`src/hdl/bdem_pkg.sv`:
```
`default_nettype none
// ----------------------------------------------------------------------------
// bdem_pkg
// Shared types and constants of the bay deposit expiry monitor.
// ----------------------------------------------------------------------------
package bdem_pkg;

  localparam int DefMaxBays = 8;
  localparam int ResultCap  = 8;

  localparam logic [32:0] DisplayExtra = 33'd59;
  localparam logic [31:0] BeepLimit    = 32'd3;

  localparam logic [3:0] EnabledBaysReset   = 4'd2;
  localparam logic [3:0] MeterPositionReset = 4'd1;

  typedef enum logic [1:0] {
    REG_ENABLED_BAYS   = 2'd0,
    REG_METER_POSITION = 2'd1
  } cfg_reg_t;

  typedef enum logic [1:0] {
    ST_INIT     = 2'd0,
    ST_PAID     = 2'd1,
    ST_EXCEEDED = 2'd2,
    ST_STANDBY  = 2'd3
  } bay_status_t;

  typedef enum logic {
    SCAN_IDLE = 1'b0,
    SCAN_RUN  = 1'b1
  } scan_state_t;

  // Classified request handed from the front to the back.
  typedef struct packed {
    logic        is_load;
    logic [2:0]  sel;
    logic [31:0] data;    // paid_until on load, now on tick
    logic [3:0]  count;   // bays to scan on tick
    logic [7:0]  occ;     // occupancy per scanned bay
  } cmd_t;

  typedef struct packed {
    logic [2:0]  bay_index;
    logic [1:0]  bay_state;
    logic [32:0] display_seconds;
    logic        led_green;
    logic        expired_event;
    logic        beep;
    logic        refresh;
    logic        take_photo;
    logic        last;
  } result_t;

endpackage
`default_nettype wire

```
`src/hdl/bdem_front.sv`:
```
`default_nettype none
// ----------------------------------------------------------------------------
// bdem_front
// Holds the configuration, classifies requests and queues them (two entries).
// ----------------------------------------------------------------------------
module bdem_front #(
  parameter int MAX_BAYS = bdem_pkg::DefMaxBays
) (
  input  wire logic          clk,
  input  wire logic          rst_n,
  input  wire logic          in_valid,
  output logic               in_ready,
  input  wire logic          in_action,
  input  wire logic [31:0]   in_now_time,
  input  wire logic          in_occupied_first,
  input  wire logic          in_occupied_second,
  input  wire logic [2:0]    in_bay_select,
  input  wire logic [31:0]   in_paid_until,
  input  wire logic          cfg_valid,
  output logic               cfg_ready,
  input  wire logic [1:0]    cfg_index,
  input  wire logic [3:0]    cfg_data,
  output logic               q_valid,
  output bdem_pkg::cmd_t     q_cmd,
  input  wire logic          q_pop
);

  localparam int ScanCap = (MAX_BAYS < bdem_pkg::ResultCap) ? MAX_BAYS
                                                             : bdem_pkg::ResultCap;

  logic [3:0]     enabled_r;
  logic [3:0]     meter_pos_r;
  bdem_pkg::cmd_t fifo_r [2];
  logic           wr_ptr_r;
  logic           rd_ptr_r;
  logic [1:0]     fill_r;
  logic [1:0]     fill_nxt;
  bdem_pkg::cmd_t cmd;
  logic           push;

  assign cfg_ready = 1'b1;

  always_ff @(posedge clk) begin
    if (!rst_n) begin
      enabled_r   <= bdem_pkg::EnabledBaysReset;
      meter_pos_r <= bdem_pkg::MeterPositionReset;
    end else if (cfg_valid) begin
      unique case (cfg_index)
        bdem_pkg::REG_ENABLED_BAYS:   enabled_r   <= cfg_data;
        bdem_pkg::REG_METER_POSITION: meter_pos_r <= cfg_data;
        default: ;
      endcase
    end
  end

  always_comb begin
    cmd         = '0;
    cmd.is_load = in_action;
    cmd.sel     = in_bay_select;
    cmd.data    = in_action ? in_paid_until : in_now_time;
    cmd.count   = (32'(enabled_r) > ScanCap) ? 4'(ScanCap) : enabled_r;
    for (int i = 0; i < 8; i++) begin
      if (meter_pos_r == 4'(i + 1)) begin
        cmd.occ[i] = in_occupied_first;
      end else if (meter_pos_r == 4'(i)) begin
        cmd.occ[i] = in_occupied_second;
      end else begin
        cmd.occ[i] = 1'b0;
      end
    end
  end

  assign in_ready = (fill_r != 2'd2);
  assign push     = in_valid && in_ready;
  assign q_valid  = (fill_r != 2'd0);
  assign q_cmd    = fifo_r[rd_ptr_r];

  always_comb begin
    fill_nxt = fill_r;
    if (push && !q_pop) begin
      fill_nxt = fill_r + 2'd1;
    end else if (q_pop && !push) begin
      fill_nxt = fill_r - 2'd1;
    end
  end

  always_ff @(posedge clk) begin
    if (!rst_n) begin
      wr_ptr_r <= 1'b0;
      rd_ptr_r <= 1'b0;
      fill_r   <= 2'd0;
    end else begin
      fill_r <= fill_nxt;
      if (push) begin
        wr_ptr_r <= ~wr_ptr_r;
      end
      if (q_pop) begin
        rd_ptr_r <= ~rd_ptr_r;
      end
    end
  end

  always_ff @(posedge clk) begin
    if (push) begin
      fifo_r[wr_ptr_r] <= cmd;
    end
  end

endmodule
`default_nettype wire

```
`src/hdl/bdem_back.sv`:
```
`default_nettype none
// ----------------------------------------------------------------------------
// bdem_back
// Bay table and scan sequencer: applies loads, walks bays on a tick, one
// bay per cycle while the result slot is free, into a registered result slot.
// ----------------------------------------------------------------------------
module bdem_back #(
  parameter int MAX_BAYS = bdem_pkg::DefMaxBays
) (
  input  wire logic          clk,
  input  wire logic          rst_n,
  input  wire logic          q_valid,
  input  bdem_pkg::cmd_t     q_cmd,
  output logic               q_pop,
  output logic               out_valid,
  input  wire logic          out_ready,
  output bdem_pkg::result_t  out_res
);

  localparam int IdxW = (MAX_BAYS > 1) ? $clog2(MAX_BAYS) : 1;

  logic [31:0]           end_time_r [MAX_BAYS];
  bdem_pkg::bay_status_t status_r   [MAX_BAYS];

  bdem_pkg::scan_state_t state_r, state_nxt;
  logic [2:0]  idx_r, idx_nxt;
  logic [3:0]  count_r, count_nxt;
  logic [31:0] now_r, now_nxt;
  logic [7:0]  occ_r, occ_nxt;
  logic        beep_r, beep_nxt;
  logic        refresh_r, refresh_nxt;
  logic        photo_r, photo_nxt;
  logic        out_valid_r, out_valid_nxt;
  bdem_pkg::result_t res_r, res_nxt;

  logic                  et_we;
  logic [IdxW-1:0]       et_addr;
  logic [31:0]           et_wdata;
  logic                  st_we;
  bdem_pkg::bay_status_t st_wdata;

  logic [IdxW-1:0]       rd_addr;
  logic [31:0]           cur_end;
  bdem_pkg::bay_status_t prev;
  bdem_pkg::bay_status_t next_st;
  logic                  paid;
  logic [31:0]           left;
  logic                  expired;
  logic                  slot_free;
  logic                  is_last;

  assign rd_addr   = IdxW'(idx_r);
  assign cur_end   = end_time_r[rd_addr];
  assign prev      = status_r[rd_addr];
  assign paid      = cur_end > now_r;
  assign left      = cur_end - now_r;
  assign slot_free = !out_valid_r || out_ready;
  assign is_last   = ({1'b0, idx_r} == (count_r - 4'd1));

  always_comb begin
    expired = 1'b0;
    if (paid) begin
      next_st = bdem_pkg::ST_PAID;
    end else if (occ_r[idx_r]) begin
      next_st = bdem_pkg::ST_EXCEEDED;
      expired = (prev != bdem_pkg::ST_EXCEEDED);
    end else begin
      next_st = bdem_pkg::ST_STANDBY;
    end
  end

  always_comb begin
    state_nxt     = state_r;
    idx_nxt       = idx_r;
    count_nxt     = count_r;
    now_nxt       = now_r;
    occ_nxt       = occ_r;
    beep_nxt      = beep_r;
    refresh_nxt   = refresh_r;
    photo_nxt     = photo_r;
    out_valid_nxt = out_valid_r && !out_ready;
    res_nxt       = res_r;
    q_pop         = 1'b0;
    et_we         = 1'b0;
    et_addr       = rd_addr;
    et_wdata      = 32'd0;
    st_we         = 1'b0;
    st_wdata      = next_st;
    unique case (state_r)
      bdem_pkg::SCAN_IDLE: begin
        if (q_valid) begin
          q_pop = 1'b1;
          if (q_cmd.is_load) begin
            et_we    = (32'(q_cmd.sel) < MAX_BAYS);
            et_addr  = IdxW'(q_cmd.sel);
            et_wdata = q_cmd.data;
          end else if (q_cmd.count != 4'd0) begin
            state_nxt   = bdem_pkg::SCAN_RUN;
            idx_nxt     = 3'd0;
            count_nxt   = q_cmd.count;
            now_nxt     = q_cmd.data;
            occ_nxt     = q_cmd.occ;
            beep_nxt    = 1'b0;
            refresh_nxt = 1'b0;
            photo_nxt   = 1'b0;
          end
        end
      end
      bdem_pkg::SCAN_RUN: begin
        if (slot_free) begin
          et_we = !paid;
          st_we = 1'b1;
          beep_nxt    = beep_r || (paid && (left < bdem_pkg::BeepLimit));
          refresh_nxt = refresh_r || ((prev != bdem_pkg::ST_INIT) && (prev != next_st));
          photo_nxt   = photo_r || expired;
          res_nxt.bay_index       = idx_r;
          res_nxt.bay_state       = next_st;
          res_nxt.display_seconds = paid ? ({1'b0, left} + bdem_pkg::DisplayExtra) : 33'd0;
          res_nxt.led_green       = paid;
          res_nxt.expired_event   = expired;
          res_nxt.beep            = is_last && beep_nxt;
          res_nxt.refresh         = is_last && refresh_nxt;
          res_nxt.take_photo      = is_last && photo_nxt;
          res_nxt.last            = is_last;
          out_valid_nxt = 1'b1;
          idx_nxt       = idx_r + 3'd1;
          if (is_last) begin
            state_nxt = bdem_pkg::SCAN_IDLE;
          end
        end
      end
      default: state_nxt = bdem_pkg::SCAN_IDLE;
    endcase
  end

  always_ff @(posedge clk) begin
    if (!rst_n) begin
      state_r     <= bdem_pkg::SCAN_IDLE;
      out_valid_r <= 1'b0;
      idx_r       <= 3'd0;
      count_r     <= 4'd0;
      beep_r      <= 1'b0;
      refresh_r   <= 1'b0;
      photo_r     <= 1'b0;
    end else begin
      state_r     <= state_nxt;
      out_valid_r <= out_valid_nxt;
      idx_r       <= idx_nxt;
      count_r     <= count_nxt;
      beep_r      <= beep_nxt;
      refresh_r   <= refresh_nxt;
      photo_r     <= photo_nxt;
    end
  end

  always_ff @(posedge clk) begin
    now_r <= now_nxt;
    occ_r <= occ_nxt;
    res_r <= res_nxt;
  end

  always_ff @(posedge clk) begin
    if (!rst_n) begin
      for (int i = 0; i < MAX_BAYS; i++) begin
        end_time_r[i] <= 32'd0;
        status_r[i]   <= bdem_pkg::ST_INIT;
      end
    end else begin
      if (et_we) begin
        end_time_r[et_addr] <= et_wdata;
      end
      if (st_we) begin
        status_r[rd_addr] <= st_wdata;
      end
    end
  end

  assign out_valid = out_valid_r;
  assign out_res   = res_r;

endmodule
`default_nettype wire

```
`src/hdl/bay_deposit_expiry_monitor.sv`:
```
`default_nettype none
// ----------------------------------------------------------------------------
// bay_deposit_expiry_monitor
// Tracks paid-until time and status of each parking bay.
//
// Input channel (in_*): a load request writes one bay's end time and gives
// no result; a tick request carries the time and two occupancy sensor bits
// and gives one result per enabled bay, the final one marked by out_last.
// Config channel (cfg_*): index 0 enabled bays, index 1 meter position;
// always ready; the user writes it only while the block is idle (unenforced).
// Throughput: one bay per cycle from the scan sequencer while the receiver
// keeps out_ready high. A two-entry request queue accepts further requests
// while a scan is running.
// Reset (rst_n low, synchronous): end times cleared, all bays to init,
// registers to 2 enabled bays and meter position 1, queue emptied.
// Receiver stall: the result register holds while out_ready is low and the
// scan waits; requests queue until the queue is full, then in_ready drops.
// ----------------------------------------------------------------------------
module bay_deposit_expiry_monitor #(
  parameter int MAX_BAYS = bdem_pkg::DefMaxBays
) (
  input  wire logic        clk,
  input  wire logic        rst_n,
  input  wire logic        in_valid,
  output logic             in_ready,
  input  wire logic        in_action,
  input  wire logic [31:0] in_now_time,
  input  wire logic        in_occupied_first,
  input  wire logic        in_occupied_second,
  input  wire logic [2:0]  in_bay_select,
  input  wire logic [31:0] in_paid_until,
  output logic             out_valid,
  input  wire logic        out_ready,
  output logic [2:0]       out_bay_index,
  output logic [1:0]       out_bay_state,
  output logic [32:0]      out_display_seconds,
  output logic             out_led_green,
  output logic             out_expired_event,
  output logic             out_beep,
  output logic             out_refresh,
  output logic             out_take_photo,
  output logic             out_last,
  input  wire logic        cfg_valid,
  output logic             cfg_ready,
  input  wire logic [1:0]  cfg_index,
  input  wire logic [3:0]  cfg_data
);

  logic              q_valid;
  logic              q_pop;
  bdem_pkg::cmd_t    q_cmd;
  bdem_pkg::result_t res;

  bdem_front #(
    .MAX_BAYS (MAX_BAYS)
  ) u_front (
    .clk                (clk),
    .rst_n              (rst_n),
    .in_valid           (in_valid),
    .in_ready           (in_ready),
    .in_action          (in_action),
    .in_now_time        (in_now_time),
    .in_occupied_first  (in_occupied_first),
    .in_occupied_second (in_occupied_second),
    .in_bay_select      (in_bay_select),
    .in_paid_until      (in_paid_until),
    .cfg_valid          (cfg_valid),
    .cfg_ready          (cfg_ready),
    .cfg_index          (cfg_index),
    .cfg_data           (cfg_data),
    .q_valid            (q_valid),
    .q_cmd              (q_cmd),
    .q_pop              (q_pop)
  );

  bdem_back #(
    .MAX_BAYS (MAX_BAYS)
  ) u_back (
    .clk       (clk),
    .rst_n     (rst_n),
    .q_valid   (q_valid),
    .q_cmd     (q_cmd),
    .q_pop     (q_pop),
    .out_valid (out_valid),
    .out_ready (out_ready),
    .out_res   (res)
  );

  assign out_bay_index       = res.bay_index;
  assign out_bay_state       = res.bay_state;
  assign out_display_seconds = res.display_seconds;
  assign out_led_green       = res.led_green;
  assign out_expired_event   = res.expired_event;
  assign out_beep            = res.beep;
  assign out_refresh         = res.refresh;
  assign out_take_photo      = res.take_photo;
  assign out_last            = res.last;

endmodule
`default_nettype wire
```
`config.mk`:
```
export PLATFORM = sky130hd
export DESIGN_NAME = bay_deposit_expiry_monitor
export DESIGN_NICKNAME = d
export VERILOG_FILES = /design/src/hdl/bdem_pkg.sv /design/src/hdl/bdem_front.sv /design/src/hdl/bdem_back.sv /design/src/hdl/bay_deposit_expiry_monitor.sv
export SDC_FILE = /design/constraint.sdc
export NUM_CORES = 1
export LEC_CHECK = 0
export ABC_AREA = 1
export BUFFER_PORTS_ARGS = -buffer_cell sky130_fd_sc_hd__buf_2
export CORE_ASPECT_RATIO = 0.75
export CORE_UTILIZATION = 56
export CTS_CLUSTER_DIAMETER = 40
export DETAILED_ROUTE_END_ITERATION = 8
export PLACE_DENSITY = 0.77
export SLEW_MARGIN = 20
export SYNTH_ARGS = -nofsm -noshare
export SYNTH_HDL_FRONTEND = slang
export SYNTH_SLANG_ARGS = --single-unit
```
`constraint.sdc`:
```
create_clock -name clk -period 6.24 [get_ports clk]
set_clock_uncertainty 0.05 [all_clocks]
set_input_delay 1.872 -clock clk [delete_from_list [all_inputs] [get_ports clk]]
set_output_delay 1.872 -clock clk [all_outputs]
set_load 0.01 [all_outputs]
```
==> summary.md, run 1 <==
| Metric | Value |
|---|---|
| Worst Hold Class | flop to flop |
| RSZ-0062 raised after global routing | no |
| Worst-case clock buffer depth | 3 |
| Maximum vdd drop | ~0.37 mV |
| PD cells | between 400 and 500 nW/um2 |
| Post-synthesis xor/xnor area fraction | 0.184% |
| Final setup viols | 0 |
| Clk_lat worst skew | 590 ps |
| Initial antenna violation count | 0 |
| Leakage | roughly 0.011 uW |
| Post-Synth Simple-Gate Area | 21.4% |
| #FFs+latches synth | 480 |
| Post-DRT Antenna Nets | 0 |
| Mux cell area share after synthesis | 3.77% |
| Chip width | about 240 um |
| # IOs | ~130 |
| Most frequent cell after synthesis | nor2_1 |
| DR vias | 18600 |
| Drt pass-1 iters | 6 |
| Post-synth net total | 2625 |
| WHS Path Cells | 2 |
| Total length of routed wires | about 66000 um |
| Area of the multi-input gates | approximately 8300 um2 |
| WL/cell | around 20 um |
| Setup TNS | 0 ps |
| Post-synth top cells | 648 x nor2_1, 452 x edfxtp_1, 416 x nand2_1 |
| Yosys warning count | 0 |
| Fmax achieved | 192 MHz |
| Starting density of the core | a little under three fifths |
| H-tree levels | 2 |
| Setup bufs post-CTS | 0 |
| EDFF count, synth | around 450 |
| Min Hold Slack | around 420 ps |
| Clock buffer count from CTS | 50 |
| Worst slew margin | between 20% and 30% |
| Setup crit end kind | flop |
| Core Rows | 65 |
| Tmin final | about 5200 ps |
| Synth Instances | between 2000 and 3000 |
| Clock transition at path regs | roughly 70 ps |
| Sequential fraction of the synthesis area | between 50% and 60% |
| Cell area after synthesis | approximately 24000 um2 |
| Syn_area_per_cell | 9.51 um2 |
| First-pass GRT wire length | about 100000 um |
| Crit-path max FO | between 40 and 50 |
| Final hold vios | 0 |
| Worst-Margin Slew | between 1000 and 1500 ps |
| Die H | about 180 um |
| Cts hold-fix bufs | 0 |
| Worst Path Arrival | roughly 5600 ps |
| DP Wirelength | around 46000 um |
| Overflow after GRT | 0 |
| Vias in the first global route | 17600 |
| DR DRC count | 0 |
| Root buf cell | clkbuf_16 |
| Core region area | between 40000 and 50000 um2 |
| Post-synth top flop | edfxtp_1 |
| Compound-Gate Fraction of Synth Area | 7.54% |
| Area Overhead vs Synth | 12.1% |
| Gr usage total | between 30% and 40% |
| CP startpoint kind | flop |
| Cell taking the most area after synthesis | edfxtp_1 |
| Fill cells | ~3400 |
| Post_cts resized | 0 |
| Final nets | 2741 |
| RePlAce Congestion | a little over 1 |
| Synth Area in Adders | under 10% |
| Distinct cells, synth | 50 |
| Largest cells by area after synthesis | edfxtp_1 57%, nor2_1 10%, nand2_1 6.6% |
| Setup CP Type | flop to flop |
| DR vias/cell | roughly 5.8 |
| Layout cells sized above 1 | ~15% |
| Sequential Area | roughly 14000 um2 |
| Largest net degree at the start of global routing | 67 |
| Largest family of logic cells by synthesized area | simple AND/OR/NAND/NOR gates |
| R2R depth | 21 |
| Max Cap Viol | 0 |
| Critical Path RT | about 6700 ps |
| Slew Limit Fails | 0 |
| Yosys top cell area share | 57.0% |
| Tcrit/Tclk final | a little over four fifths |
| DR iter-0 viols | between 2000 and 2500 |
| Status | complete, no violations |
| PortBufs | around 130 |
| TritonCTS clock tree | built |
| Clock net sink count | 480 |
| Die area | 43400 um2 |
| Async SR Flop Fraction | 0% |
-- final cells by class --
cell class	instances	share of cell area (%)
tap	569	2.66
clock inverter	28	1.26
inverter	228	3.20
clock buffer	63	5.10
antenna	1	0.00937
multi-input combinational	1699	31.2
sequential	480	52.9
timing repair buffer	163	3.59
-- power by group --
part	internal (uW)	leakage [uW]	total (uW)	switching, uW
sequential	4160	0.00473	4330	162
combinational	1540	0.00512	5670	4130
clock	1810	0.000834	3070	1260
-- worst paths after layout --
check	from	endpoint	slack, ps
hold reg to reg	u_back.beep_r	u_back.beep_r	420
setup / recovery	flop	u_back.out_res[37]	1040
hold / removal	u_back.beep_r	u_back.beep_r	420
setup reg to reg	flop	u_back.out_res[37]	1040
-- layout by cell type (no fill, tap or decap), types with 4 or more instances in the layout --
master     instances
o22ai_1           38
clkinv_1           6
nor2_2            17
buf_4             33
clkinv_2           6
edfxtp_1         452
dfxtp_1           25
nand4_1           25
inv_2              8
nor3_1            12
nand3_1           82
clkbuf_16         51
nand2_2           25
nand3_2            6
bufinv_16          6
nand2_1          416
a21oi_1           59
inv_1            219
clkbuf_1           8
a31oi_1           32
mux2_2            77
o21ai_0          179
inv_6              5
clkbuf_8           4
nor2_1           644
buf_12             4
nor2_4             7
ha_1              37
buf_2            126
-- layer usage --
| layer | share of wire [%] | track usage, % | up-vias |
|---|---|---|---|
| li1 | - | - | 8655 |
| met1 | 42 | 43.6 | 8864 |
| met2 | 46 | 48.1 | 979 |
| met3 | 9.4 | 5.65 | 113 |
| met4 | 2.7 | 8.25 | 0 |
| met5 | 0 | 0 | - |
-- worst max-delay path: stages (launching register included) --
cell and delay [ps]:
dfxtp_4 480, inv_2 630, buf_4 320, o21ai_0 100, o22ai_1 130, nor2_1 60
a31oi_1 390, ha_1 450, nand2_1 170, nor2_1 280, nand2_1 140, nor2_1 160
nand2_1 70, nand2_1 70, nand2_2 100, buf_4 230, inv_1 350, buf_4 340
nand3_1 240, nand3_1 150, nand2_1 70, inv_1 50
-- metrics by stage --
step	cell area [um2]	setup slack (ps)	utilization [%]	total power, uW	std cells
6_report	26700	1040	63.7	13100	3231
5_1_grt	26700	786	63.7	13800	3230
2_1_floorplan	23800	74.7	-	8090	2506
4_1_cts	26700	1220	63.7	13000	3230
3_5_place_dp	25000	1250	59.6	9910	3139
3_3_place_gp	25000	1300	59.6	9800	3139
-- state kept, by name, summed over array words and instances, names as in the netlist, 8 cells and up, named ones only --
signal	cells
u_back.status_r	16
u_back.end_time_r	256
u_front.fifo_r	96
u_back.occ_r	8
u_back.now_r	32
u_back.out_res	44
-- cells by family (layout without fill, tap and decap cells) --
group	after synthesis	count (layout)
AND/OR/NAND/NOR	1248	1248
other	1	2
adder cells (fa/ha/maj)	38	38
AO/OA/AOI/OAI	327	327
buffers and inverters	327	482
XOR/XNOR	5	5
flip-flops	480	480
multiplexers	80	80
(Power assumes the default switching activity.)
==> run 2: changes to the inputs <==
==> constraint.sdc (replaced) <==
create_clock -name clk -period 4.6 [get_ports clk]
set_clock_uncertainty 0.05 [all_clocks]
set_input_delay 1.38 -clock clk [delete_from_list [all_inputs] [get_ports clk]]
set_output_delay 1.38 -clock clk [all_outputs]
set_load 0.01 [all_outputs]
==> run 2 against run 1 <==
Core utilization rose by 0.44 points; design area is 0.69% higher; sequential power is 36% higher; critical path depth decreased by 1; register-to-register slack got worse by 810 ps; sequential share of layout area shrank 0.36 points; non-clock buffer count is 15 higher; critical endpoint is now u_back.end_time_r[7][9]; largest power group unchanged.
==> summary.md, run 2 (synthesized netlist as in run 1, its figures left out) <==
| Metric | Value |
|---|---|
| Status | complete, no violations |
| Root buf cell | clkbuf_16 |
| Worst Path Arrival | ~4600 ps |
| Chip width | between 200 and 250 um |
| Final nets | ~2800 |
| Core Rows | 65 |
| Initial antenna violation count | 0 |
| H-tree levels | 2 |
| Starting density of the core | between 50 and 60% |
| Fin cells | 3244 |
| Biggest register | u_back.end_time_r |
| RSZ-0062 raised after global routing | yes |
| Pwr Total | between 15000 and 20000 uW |
| Placed cells | between 3000 and 4000 |
| Clock transition at path regs | ~70 ps |
| First-pass GRT wire length | 98600 um |
| PD cells | between 600 and 700 nW/um2 |
| CP startpoint kind | flop |
| DR iter-0 viols | 2347 |
| Die H | between 150 and 200 um |
| # IOs | ~130 |
| Gr usage total | around 30% |
| Clock buffer count from CTS | 49 |
| Overflow after GRT | 0 |
| Largest net degree at the start of global routing | a little over 70 |
| WL/cell | between 15 and 20 um |
| DR vias | 18800 |
| Layout cells sized above 1 | between 15 and 20% |
| Post-DRT Antenna Nets | 0 |
| Tmin final | approximately 4400 ps |
| Tcrit/Tclk final | between 90 and 100% |
| Worst-Margin Slew | ~1000 ps |
| Leading cell type in the layout, fill and taps excluded | nor2_1 |
| Flip-flop count of the largest register after layout | approximately 260 |
| Maximum vdd drop | roughly 0.37 mV |
| Setup crit end kind | flop |
| PortBufs | roughly 130 |
| Clk_lat worst skew | 590 ps |
| Final hold vios | 0 |
| Vias in the first global route | ~18000 |
| Cell mode on critical path | nand2_1 |
| Critical Path RT | 4810 ps |
| Worst Hold Class | flop to flop |
| Core region area | 42000 um2 |
| Worst-case clock buffer depth | 3 |
| RePlAce Congestion | about 0.96 |
| Commonest cells after routing, fill and taps aside | 644 x nor2_1, 452 x edfxtp_1, 416 x nand2_1, 220 x inv_1, 179 x o21ai_0 |
| Area Overhead vs Synth | 12.9% |
| Worst slew margin | approximately 32% |
| Setup bufs post-CTS | 0 |
| Clock net sink count | 480 |
| Slew Limit Fails | 0 |
| TritonCTS clock tree | built |
| CP max stage cell | dfxtp_4 |
| Die area | 43400 um2 |
| Total length of routed wires | around 63000 um |
| Setup CP Type | flop to flop |
| Leakage | about 0.011 uW |
| Max Cap Viol | 0 |
| Worst path cell trace | buf_4, o21ai_0, o22ai_1, nor2_1, a31oi_1, ha_1, nand2_1, inv_2, nand2_1, nand2_1, a21oi_2, nor2_1, nor2_1, nand2_1, nand2_2, a22oi_4, nor3_2, nand2_2, nand2_1, buf_12 |
| DR vias/cell | a little under 6 |
| DR DRC count | 0 |
| CP peak stage delay | approximately 450 ps |
| Final setup viols | 0 |
| Crit-path max FO | 40 |
| Drt pass-1 iters | 7 |
| Fmax achieved | between 200 and 250 MHz |
| DP Wirelength | ~42000 um |
| ANT cells | 0 |
run 2: layer usage:
layer	track usage (%)	share of wire, %	vias to the layer above
li1	-	-	8678
met1	42.0	42	8896
met2	46.4	45	1076
met3	5.62	11	136
met4	8.64	2.7	0
met5	0	0	-
run 2: worst paths after layout:
path / to / startpoint / slack, ps / cells past startpoint
hold / removal: flop / u_front.rd_ptr_r / 400 / 1
setup / recovery: u_back.end_time_r[7][9] / flop / 220 / 20
setup reg to reg: u_back.end_time_r[7][9] / flop / 220 / 20
hold reg to reg: flop / u_front.rd_ptr_r / 400 / 1
run 2: what timing repair did:
item                       4_1_cts  5_1_grt
gates resized for setup          0        1
setup endpoints to repair        0       38
hold buffers                     0        0
run 2: where the power goes:
part,internal (uW),total (uW),switching (uW)
clock,2330,4030,1690
sequential,5650,5910,259
combinational,2180,7440,5260
total,10200,17400,7210
run 2: layout make-up:
class / count / area, um2
clock buffers: 65 / 1330
clock inverters: 25 / 315
fillers: 3323 / 15100
inverters: 228 / 856
multi-input cells: 1699 / 8350
flip-flops and latches: 480 / 14100
well taps: 569 / 712
repair buffers: 178 / 1200
run 2: per-stage QoR:
step / cell area (um2) / setup slack [ps] / TNS (ps) / util (%) / hold slack [ps]
final: 26900 / 223 / 0 / 64.1 / 402
after global routing: 26900 / -36.7 / -616 / 64.1 / 433
after CTS: 26900 / 271 / 0 / 64.1 / 405
after detailed placement: 25300 / 324 / 0 / 60.2 / 396
after global placement: 25300 / 412 / 0 / 60.2 / 376
after floorplan: 23800 / 151 / 0 / - / 356
run 2: worst max-delay path: cells and delay by family (launching register included):
family	cells	cell delay, ps
buf+inv	3	760
compound gates	5	1000
simple gates	11	1310
flops	1	450
fa+ha+maj	1	430
==> run 3: changes to the inputs <==
--- a/config.mk
+++ b/config.mk
@@ -5,13 +5,12 @@
 export SDC_FILE = /design/constraint.sdc
 export NUM_CORES = 1
 export LEC_CHECK = 0
-export ABC_AREA = 1
 export BUFFER_PORTS_ARGS = -buffer_cell sky130_fd_sc_hd__buf_2
 export CORE_ASPECT_RATIO = 0.75
-export CORE_UTILIZATION = 56
+export CORE_UTILIZATION = 55
 export CTS_CLUSTER_DIAMETER = 40
 export DETAILED_ROUTE_END_ITERATION = 8
-export PLACE_DENSITY = 0.77
+export PLACE_DENSITY = 0.76
 export SLEW_MARGIN = 20
 export SYNTH_ARGS = -nofsm -noshare
 export SYNTH_HDL_FRONTEND = slang
==> run 3 against run 2 <==
Fmax fell by 4.6%; design area rose by 0.63%; cell count fell by 22%; register-to-register slack got worse by 210 ps; count of clock-buffer cells in the layout fell by 4; flip-flop and latch count did not move; critical endpoint is now u_back.end_time_r[7][15]; highest routed layer unchanged.
==> summary.md, run 3 <==
| Metric | Value |
|---|---|
| Status | complete, no violations |
| Final hold vios | 0 |
| Critical Path RT | around 4800 ps |
| R2R depth | 15 |
| Cell taking the most area after synthesis | edfxtp_1 |
| RePlAce Congestion | a little over 0.9 |
| Initial antenna violation count | 0 |
| Int Pwr | between 10000 and 15000 uW |
| Sequential fraction of the synthesis area | 61.9% |
| Tcrit/Tclk final | 99.7% |
| Vias in the first global route | 15100 |
| Syn_area_per_cell | 13.1 um2 |
| Pre-CTS setup slack | -65.2 ps |
| Met3 wire length | between 5000 and 6000 um |
| Async SR Flop Fraction | 0% |
| EDFF count, synth | 452 |
| Die area | approximately 42000 um2 |
| Worst-case clock buffer depth | 3 |
| PD cells | slightly above 600 nW/um2 |
| Chip width | about 240 um |
| Die H | approximately 180 um |
| Worst Min Path Start | u_front.enabled_r[1] |
| Worst slew margin | roughly a third |
| PortBufs | roughly 130 |
| DR vias/cell | 6.13 |
| Biggest register | u_back.end_time_r |
| Post-DRT Antenna Nets | 0 |
| Net switching power | 6050 uW |
| Flip-flop count of the largest register after layout | ~260 |
| Clock transition at path regs | about 60 ps |
| #FFs+latches synth | 480 |
| Root buf cell | clkbuf_16 |
| Core region area | a little over 40000 um2 |
| DR iter-0 viols | around 1700 |
| DR DRC count | 0 |
| Distinct cells, synth | 90 |
| Area Overhead vs Synth | 18.6% |
| Final setup viols | 0 |
| Yosys top cell area share | roughly 59% |
| Final nets | ~2100 |
| WHS Path Cells | 2 |
| RSZ-0062 raised after global routing | yes |
| Crit-path max FO | 32 |
| Cts hold-fix bufs | 0 |
| Drt pass-1 iters | 6 |
| Final instance area | about 27000 um2 |
| Tmin final | between 4000 and 5000 ps |
| Largest net degree at the start of global routing | 50 |
| Layout cells sized above 1 | between 30% and 40% |
| Fin cells | between 2000 and 3000 |
| H-tree levels | 2 |
| Leading cell type in the layout, fill and taps excluded | edfxtp_1 |
| TritonCTS clock tree | built |
| Flop pwr share | between 30% and 40% |
| Metal-1 WL | roughly 23000 um |
| Gr usage total | 27.1% |
| Slew Limit Fails | 0 |
| Post-synth top flop | edfxtp_1 |
| DR vias | ~15000 |
| Logic pwr share | 42.9% |
| Worst r2r dst | u_back.end_time_r[7][15] |
| WL/cell | approximately 23 um |
| First-pass GRT wire length | 86200 um |
| Core Rows | 64 |
| CP startpoint kind | flop |
| Worst-Margin Slew | about 1000 ps |
| Reg2reg setup slack | between 10 and 15 ps |
| Most frequent cell after synthesis | edfxtp_1 |
| Setup CP Type | flop to flop |
| # IOs | about 130 |
| Starting density of the core | 55.9% |
| Hold EP | u_front.enabled_r[1] |
| Post-synth top cells | 452 x edfxtp_1, 341 x nor2_1, 137 x nand2_1 |
| Fmax achieved | 218 MHz |
| Largest cells by area after synthesis | edfxtp_1 59%, mux4_2 6.7%, nor2_1 5.6% |
| WL met2 | approximately 28000 um |
| Sw Ratio | between 30 and 40% |
| Fill cells | 2882 |
| Max Cap Viol | 0 |
| Total length of routed wires | a little under 60000 um |
| Setup crit end kind | flop |
| Clk pwr share | a little under a quarter |
| Pwr Total | 16800 uW |
| Maximum vdd drop | ~0.36 mV |
| Post-route worst setup slack | about 13 ps |
| Synth Instances | between 1500 and 2000 |
| DP Wirelength | 36400 um |
| Worst Hold Class | flop to flop |
| ANT cells | 0 |
| Commonest cells after routing, fill and taps aside | 452 x edfxtp_1, 338 x nor2_1, 126 x buf_2, 124 x nand2_1, 110 x buf_4 |
| Clk_lat worst skew | ~570 ps |
| Overflow after GRT | 0 |
| Clock net sink count | 480 |
| Placed cells | ~2400 |
| Leakage | between 0.009 and 0.01 uW |
| Yosys warning count | 0 |
| Worst Path Arrival | 4780 ps |
| Post-synth net total | ~1900 |
| Cell area after synthesis | approximately 23000 um2 |
| Placed instance area | about 25000 um2 |
| Clock buffer count from CTS | 48 |
| DR top layer | met4 |
==> run 3: changes by cell type in the layout (fill, tap and decap cells not counted), moves of 58 or more <==
cell | previous run | this run
nand2_1 | 416 | 124
o21ai_0 | 179 | 32
inv_1 | 220 | 50
mux4_2 | 0 | 68
buf_4 | 38 | 110
nor2_1 | 644 | 338
nand3_1 | 82 | 24
==> run 3: cell type report <==
class	count	area, um2	area share [%]
Clock inverter	26	234	0.864
Sequential cell	480	14100	52.2
Tap cell	528	661	2.44
Timing Repair Buffer	255	1800	6.67
Multi-Input combinational cell	1125	8720	32.2
Inverter	53	199	0.735
Clock buffer	61	1310	4.84
==> run 3: through the flow <==
step / hold slack (ps) / util, % / TNS (ps)
after global placement: 401 / 60.8 / -147
after floorplan: 380 / - / 0
after global routing: 446 / 66.3 / -13900
after CTS: 417 / 64.7 / -17.3
final: 418 / 66.3 / 0
after detailed placement: 401 / 60.8 / -118
==> run 3: logic make-up (layout without fill, tap and decap cells) <==
family | Yosys count | after routing | synth area share [%]
AND/OR/NAND/NOR | 644 | 646 | 12.7
flip-flops | 480 | 480 | 61.9
AO/OA/AOI/OAI | 198 | 198 | 6.02
multiplexers | 198 | 198 | 13.0
buffers and inverters | 144 | 395 | 2.52
XOR/XNOR | 44 | 44 | 1.72
adder cells (fa/ha/maj) | 38 | 38 | 2.12
other | 1 | 1 | 0.0164
==> run 3: power by group through the flow <==
stage / Sequential, uW / Clock (uW) / Combinational (uW)
5_1_grt: 5780 / 4070 / 7730
2_1_floorplan: 5780 / 0 / 4240
3_3_place_gp: 5800 / 0 / 6430
4_1_cts: 5740 / 3890 / 6650
3_5_place_dp: 5830 / 0 / 6570
6_report: 5730 / 3870 / 7210
==> run 3: per-layer routing <==
metal,up-vias,GRT usage [%]
met2,799,45.0
met1,7658,36.6
met5,-,0
met3,128,4.58
li1,6903,-
met4,0,9.22
==> run 3: timing repair <==
item	in CTS	in global routing
setup buffers	0	19
gates resized for setup	8	94
endpoints found under the setup margin	9	514
gates cloned	0	3
pin swaps	0	17
==> run 3: worst max path at each step <==
stage	cells past startpoint	from	end	slack [ps]
floorplan	17	flop	u_back.out_res[33]	0.6
global placement	14	flop	u_back.out_res[3]	-50
detailed placement	14	flop	u_back.out_res[33]	-70
CTS	13	flop	u_back.out_res[33]	-20
global route	15	flop	u_back.end_time_r[7][15]	-110
finish	15	flop	u_back.end_time_r[7][15]	10
==> run 3: critical path, cell delays in order (launching register included) <==
cell and delay [ps]:
dfxtp_4 380, buf_4 140, buf_16 210, mux4_2 530
mux2_2 300, ha_1 290, or4_1 510, o211a_1 140
a21o_1 230, mux2_2 310, o31ai_4 70, a21oi_1 140
nor3b_2 220, buf_4 170, nand2_1 180, nand2_8 350
